`src/hdl/paf_pkg.sv`:
```
package paf_pkg;

  // default sizes
  localparam int MAX_WIDTH_DEF  = 256;
  localparam int MAX_HEIGHT_DEF = 256;
  localparam int MAX_LABELS_DEF = 255;
  localparam int VECTOR_LEN_DEF = 4;
  localparam int FRAC_BITS_DEF  = 8;

  // fixed field widths
  localparam int NIN      = 4;
  localparam int OP_W     = 2;
  localparam int INDEX_W  = 16;
  localparam int LABEL_W  = 8;
  localparam int SIM_W    = 16;
  localparam int COORD_W  = 9;
  localparam int THR_W    = 16;
  localparam int COUNT_W  = 17;
  localparam int SUM_W    = 32;
  localparam int GROWN_W  = 16;
  localparam int DIST_W   = 2 * SIM_W + 2;
  localparam int DIV_CW   = $clog2(SUM_W);
  localparam int IN_DATA_W  = 96;
  localparam int OUT_DATA_W = 24;
  localparam int CFG_AW   = 4;
  localparam int CFG_DW   = 32;

  // operation codes
  localparam logic [OP_W-1:0] OP_LOAD = 2'd0;
  localparam logic [OP_W-1:0] OP_RUN  = 2'd1;
  localparam logic [OP_W-1:0] OP_READ = 2'd2;

  // result kinds
  localparam logic KIND_RUN  = 1'b0;
  localparam logic KIND_READ = 1'b1;

  // register indexes
  localparam logic [1:0] REG_WIDTH  = 2'd0;
  localparam logic [1:0] REG_HEIGHT = 2'd1;
  localparam logic [1:0] REG_THR    = 2'd2;

  // neighbour directions
  localparam logic [1:0] DIR_LEFT  = 2'd0;
  localparam logic [1:0] DIR_RIGHT = 2'd1;
  localparam logic [1:0] DIR_UP    = 2'd2;
  localparam logic [1:0] DIR_DOWN  = 2'd3;

  typedef struct packed {
    logic run_init;
    logic scan_rd;
    logic scan_seed;
    logic scan_acc;
    logic scan_adv;
    logic mn_rd;
    logic div_start;
    logic mn_store;
    logic mn_wr;
    logic mn_adv;
    logic gr_pop;
    logic gr_ent;
    logic gr_nbrd;
    logic dir_adv;
    logic dst_init;
    logic dst_step;
    logic gr_win;
    logic rd_out;
    logic run_out;
  } cmd_t;

  typedef struct packed {
    logic lab_nz;
    logic scan_last;
    logic mn_last;
    logic div_done;
    logic sum_valid;
    logic comp_last;
    logic q_empty;
    logic nb_in;
    logic dir_last;
    logic cand;
    logic win;
    logic out_free;
  } sts_t;

endpackage

```
`src/hdl/paf_ctrl.sv`:
```
module paf_ctrl (
  input  logic                     clk,
  input  logic                     rst_n,
  input  logic                     in_valid,
  input  logic [paf_pkg::OP_W-1:0] in_op,
  output logic                     in_ready,
  input  paf_pkg::sts_t            sts,
  output paf_pkg::cmd_t            cmd
);
  import paf_pkg::*;

  typedef enum logic [16:0] {
    S_IDLE     = 17'b00000000000000001,
    S_RD       = 17'b00000000000000010,
    S_SCAN_RD  = 17'b00000000000000100,
    S_SCAN_LAB = 17'b00000000000001000,
    S_SCAN_ACC = 17'b00000000000010000,
    S_MN_RD    = 17'b00000000000100000,
    S_MN_CHK   = 17'b00000000001000000,
    S_MN_DIV   = 17'b00000000010000000,
    S_MN_NXT   = 17'b00000000100000000,
    S_MN_WR    = 17'b00000001000000000,
    S_GR_POP   = 17'b00000010000000000,
    S_GR_ENT   = 17'b00000100000000000,
    S_GR_NB    = 17'b00001000000000000,
    S_GR_CHK   = 17'b00010000000000000,
    S_GR_DST   = 17'b00100000000000000,
    S_GR_CMP   = 17'b01000000000000000,
    S_DONE     = 17'b10000000000000000
  } state_t;

  state_t state_r, state_nxt;

  always_comb begin
    state_nxt = state_r;
    cmd       = '0;
    in_ready  = 1'b0;
    case (state_r)
      S_IDLE: begin
        in_ready = 1'b1;
        if (in_valid) begin
          case (in_op)
            OP_RUN: begin
              cmd.run_init = 1'b1;
              state_nxt    = S_SCAN_RD;
            end
            OP_READ: begin
              state_nxt = S_RD;
            end
            default: begin
              state_nxt = S_IDLE;
            end
          endcase
        end
      end
      S_RD: begin
        if (sts.out_free) begin
          cmd.rd_out = 1'b1;
          state_nxt  = S_IDLE;
        end
      end
      S_SCAN_RD: begin
        cmd.scan_rd = 1'b1;
        state_nxt   = S_SCAN_LAB;
      end
      S_SCAN_LAB: begin
        if (sts.lab_nz) begin
          cmd.scan_seed = 1'b1;
          state_nxt     = S_SCAN_ACC;
        end else begin
          cmd.scan_adv = 1'b1;
          state_nxt    = sts.scan_last ? S_MN_RD : S_SCAN_RD;
        end
      end
      S_SCAN_ACC: begin
        cmd.scan_acc = 1'b1;
        cmd.scan_adv = 1'b1;
        state_nxt    = sts.scan_last ? S_MN_RD : S_SCAN_RD;
      end
      S_MN_RD: begin
        cmd.mn_rd = 1'b1;
        state_nxt = S_MN_CHK;
      end
      S_MN_CHK: begin
        if (sts.sum_valid) begin
          cmd.div_start = 1'b1;
          state_nxt     = S_MN_DIV;
        end else begin
          cmd.mn_adv = 1'b1;
          state_nxt  = sts.mn_last ? S_GR_POP : S_MN_RD;
        end
      end
      S_MN_DIV: begin
        if (sts.div_done) begin
          cmd.mn_store = 1'b1;
          state_nxt    = sts.comp_last ? S_MN_WR : S_MN_NXT;
        end
      end
      S_MN_NXT: begin
        cmd.div_start = 1'b1;
        state_nxt     = S_MN_DIV;
      end
      S_MN_WR: begin
        cmd.mn_wr  = 1'b1;
        cmd.mn_adv = 1'b1;
        state_nxt  = sts.mn_last ? S_GR_POP : S_MN_RD;
      end
      S_GR_POP: begin
        if (sts.q_empty) begin
          state_nxt = S_DONE;
        end else begin
          cmd.gr_pop = 1'b1;
          state_nxt  = S_GR_ENT;
        end
      end
      S_GR_ENT: begin
        cmd.gr_ent = 1'b1;
        state_nxt  = S_GR_NB;
      end
      S_GR_NB: begin
        if (sts.nb_in) begin
          cmd.gr_nbrd = 1'b1;
          state_nxt   = S_GR_CHK;
        end else if (sts.dir_last) begin
          state_nxt = S_GR_POP;
        end else begin
          cmd.dir_adv = 1'b1;
        end
      end
      S_GR_CHK: begin
        if (sts.cand) begin
          cmd.dst_init = 1'b1;
          state_nxt    = S_GR_DST;
        end else if (sts.dir_last) begin
          state_nxt = S_GR_POP;
        end else begin
          cmd.dir_adv = 1'b1;
          state_nxt   = S_GR_NB;
        end
      end
      S_GR_DST: begin
        cmd.dst_step = 1'b1;
        if (sts.comp_last) begin
          state_nxt = S_GR_CMP;
        end
      end
      S_GR_CMP: begin
        cmd.gr_win = sts.win;
        if (sts.dir_last) begin
          state_nxt = S_GR_POP;
        end else begin
          cmd.dir_adv = 1'b1;
          state_nxt   = S_GR_NB;
        end
      end
      S_DONE: begin
        if (sts.out_free) begin
          cmd.run_out = 1'b1;
          state_nxt   = S_IDLE;
        end
      end
      default: begin
        state_nxt = S_IDLE;
      end
    endcase
  end

  always_ff @(posedge clk) begin
    if (!rst_n) begin
      state_r <= S_IDLE;
    end else begin
      state_r <= state_nxt;
    end
  end

endmodule

```
`config.mk`:
```
export PLATFORM = sky130hd
export DESIGN_NAME = paf_ctrl
export DESIGN_NICKNAME = d
export VERILOG_FILES = /design/src/hdl/paf_pkg.sv /design/src/hdl/paf_ctrl.sv
export SDC_FILE = /design/constraint.sdc
export NUM_CORES = 1
export LEC_CHECK = 0
export BUFFER_PORTS_ARGS = -buffer_cell sky130_fd_sc_hd__buf_4
export CAP_MARGIN = 0
export CORE_MARGIN = 5
export CORE_UTILIZATION = 55
export DETAILED_ROUTE_END_ITERATION = 10
export PLACE_DENSITY = 0.95
export SETUP_SLACK_MARGIN = 0.4
export SLEW_MARGIN = 15
export SYNTH_ARGS = -nofsm -noshare
export SYNTH_HDL_FRONTEND = slang
export SYNTH_SLANG_ARGS = --single-unit
export TNS_END_PERCENT = 10
```
`constraint.sdc`:
```
create_clock -name clk -period 5.1 [get_ports clk]
set_input_delay 0.51 -clock clk [delete_from_list [all_inputs] [get_ports clk]]
set_output_delay 0.51 -clock clk [all_outputs]
set_load 0.1 [all_outputs]
```
==> reports/qor.csv <==
stage;metric;value;unit
power;p_leak;0.713;nW
hold_path;min_from;sts[6];
placement;dp_hpwl;2580;µm
floorplan;die_y;58.1;µm
global_route;grt_max_degree;14;
placement;io_buffers;36;
synthesis;synthCells;150;
synthesis;synthTopCellsByCount;dfxtp_1, nor2_1, inv_1, nand2_1, nor3b_1;
final_layout;drive_gt1_share;29.7;%
hold_path;hp-class;input pin to flop;
final_layout;largest_reg_flops;17;
route;wl;3310;µm
synthesis;synth_edf_count;0;
final_layout;synthToLayoutAreaGrowth;23.1;%
timing;final-hold-violation-count;0;
final_layout;fin_nets;206;
clocking;clock_path_buffers;2;
route;wl_per_cell;15.5;µm
job;cap_violations;0;
placement;place_area;1540;µm²
worst_setup_path;worstPathCellList;nor4_4 > and4_2 > and2b_2 > o21ai_0 > a21oi_1 > buf_4;
floorplan;io_pins;37;
synthesis;ys_warn_count;0;
floorplan;core-area;2210;µm²
global_route;grt_use_total;20.1;%
worst_setup_path;crit_required;4.59;ns
route;via_count;1287;
global_route;overflow;0;
worst_setup_path;start_kind;flop;
worst_setup_path;cpPeakStageDelay;0.52;ns
power;p_sw_share;35.9;%
clocking;cts_max_level;1;
timing;max_freq;340;MHz
timing;period_needed;2.94;ns
floorplan;die_width;58.1;µm
timing;finalSetupTns;0;ns
floorplan;dieArea;3380;µm²
timing;worst_clock_skew;0.00122;ns
worst_setup_path;crit_start;state_r[10]$_SDFFE_PN0P_;
worst_setup_path;path_max_fanout;8;
worst_setup_path;cp-end-kind;output port;
route;drt-initial-drc-count;53;
clocking;postCtsHoldBufs;0;
clocking;clk-insertion-delay-late;0.30;ns
power;clockPowerShare;23.8;%
floorplan;initial_core_util;57.6;%
final_layout;final.fill_count;175;
route;drt_pass1_iterations;4;
global_route;antenna_found_initial;0;
timing;grt_setup_unrepaired;false;
floorplan;fp-row-count;17;
final_layout;final_area;1570;µm²
synthesis;synth_top_cell_by_area;dfxtp_1;
global_route;grt_first_pass_wirelength;5390;µm
timing;drv_slew;0;
power;sequentialPowerShare;43.4;%
synthesis;synth_top_area_share;26.7;%
final_layout;ff_latch_area;340;µm²
power;intPower;0.000205;W
synthesis;synthFlopType;dfxtp_1;
synthesis;synthTopCellsByArea;dfxtp_1, nor4_4, nor3b_1, nor2_1, inv_1;
worst_setup_path;cpLargestDelayFamily;simple AND/OR/NAND/NOR gates;
global_route;grt_pass1_vias;1180;
route;ant_nets;0;
synthesis;syn_nets;170;
power;power;0.000320;W
synthesis;synthMostInstantiatedCell;dfxtp_1;
power;p_per_area;204;nW/µm²
worst_setup_path;arrival;2.43;ns
placement;place.gp.congestion;0.938;
route;drc;0;
synthesis;synth_seq_cells;17;
timing;setup_viol;0;
clocking;cts_resized;0;
final_layout;finalNonFillerCells;213;
synthesis;ys_types;52;
clocking;cts_tree;built;
power;combPwrFrac;32.8;%
clocking;post_cts_buffers;0;
synthesis;syn_area;1270;µm²
final_layout;fin_util;70.9;%
synthesis;synth.avg_cell_area;8.49;µm²
placement;dpl.cell_count;209;
power;power.switching;0.000115;W
route;drt-vias-per-instance;6.04;
timing;fin_crit_sh;57.7;%
final_layout;multi_input_area;853;µm²
run_status;status;completed;
clocking;clockRootBuffer;clkbuf_4;
final_layout;antenna_cells;0;
clocking;cts_inserted_buffers;3;
worst_setup_path;critPathKind;flop to output port;
final_layout;largest-register;state_r;
worst_setup_path;critPathSlowestCell;nor4_4;
timing;worst_pin_slew;0.513;ns
clocking;clock-sinks;17;
timing;max_slew_margin;65.5;%
worst_setup_path;r2r-start;state_r[10]$_SDFFE_PN0P_;
synthesis;synth_async_sr_flop_share;0;%
synthesis;yosysSeqAreaShare;26.7;%
clocking;path_clk_slew;0.10;ns
worst_setup_path;timing.critical_path.buf_inv;1;
final_layout;largestRegisters;state_r x17;
power;vdd_drop_max;0.000153;V
routing by layer:
metal  global-route usage, %  up-vias  part of all wire (%)
li1                        -      618                     -
met1                    26.3      591                    43
met2                    34.5       71                    47
met3                    2.90        7                   8.2
met4                    4.97        0                   1.5
met5                       0        -                     0
logic make-up after synthesis:
group / after synthesis / share of synthesized area [%]
AOI/OAI and AO/OA: 24 / 15.2
buffers and inverters: 16 / 6.29
and+or+nand+nor: 85 / 45.3
adders and majority gates: 3 / 2.95
DFF: 17 / 26.7
xor gates and xnor gates: 4 / 2.75
muxes: 1 / 0.786
power by group through the flow:
stage / logic (W) / clock network, W / registers [W]
global placement: 0.000101 / 0 / 0.000142
finish: 0.000105 / 0.0000762 / 0.000139
CTS: 0.000104 / 0.0000747 / 0.000139
floorplan: 0.0000760 / 0 / 0.000141
detailed placement: 0.000103 / 0 / 0.000142
global route: 0.000111 / 0.0000824 / 0.000140
cell usage in the layout, fill, tap and decap left out, types with 5 or more instances in the layout:
| master | synthesis | final |
|---|---|---|
| nor2b_1 | 5 | 5 |
| nor3_1 | 6 | 6 |
| nor2_1 | 13 | 13 |
| nor3b_1 | 7 | 7 |
| inv_1 | 11 | 11 |
| and2_1 | 6 | 6 |
| nand2_1 | 10 | 10 |
| nand4_1 | 5 | 5 |
| and3_1 | 5 | 5 |
| buf_4 | 0 | 36 |
| dfxtp_1 | 17 | 17 |
through the flow:
stage / setup WS [ns] / hold slack [ns]
after detailed placement: 2.55 / 0.545
final: 2.16 / 0.400
after global routing: 2.06 / 0.401
after global placement: 2.62 / 0.535
after floorplan: 1.01 / 0.515
after CTS: 2.22 / 0.403
cell type report:
type	instances	share of cell area [%]
Sequential cell	17	21.7
Clock inverter	1	0.319
Clock buffer	3	1.44
Timing Repair Buffer	36	17.2
Multi-Input combinational cell	117	54.4
Tap cell	28	2.23
Inverter	11	2.63
final timing paths:
path                                                 end  slack (ns)  cells past startpoint
worst max register to register  state_r[10]$_SDFFE_PN0P_        3.04                      6
worst max-delay path                              cmd[5]        2.16                      6
worst min register to register  state_r[16]$_SDFFE_PN0P_        0.56                      2
worst min-delay path             state_r[8]$_SDFFE_PN0P_        0.40                      2
worst reg2reg max path, delay by kind of cell (launching register included):
| family | cells | cell delay (ns) |
|---|---|---|
| AO/OA/AOI/OAI | 2 | 0.46 |
| AND/OR/NAND/NOR | 4 | 1.11 |
| flip-flops | 1 | 0.39 |
No activity file was read; power rests on OpenSTA's default activity.
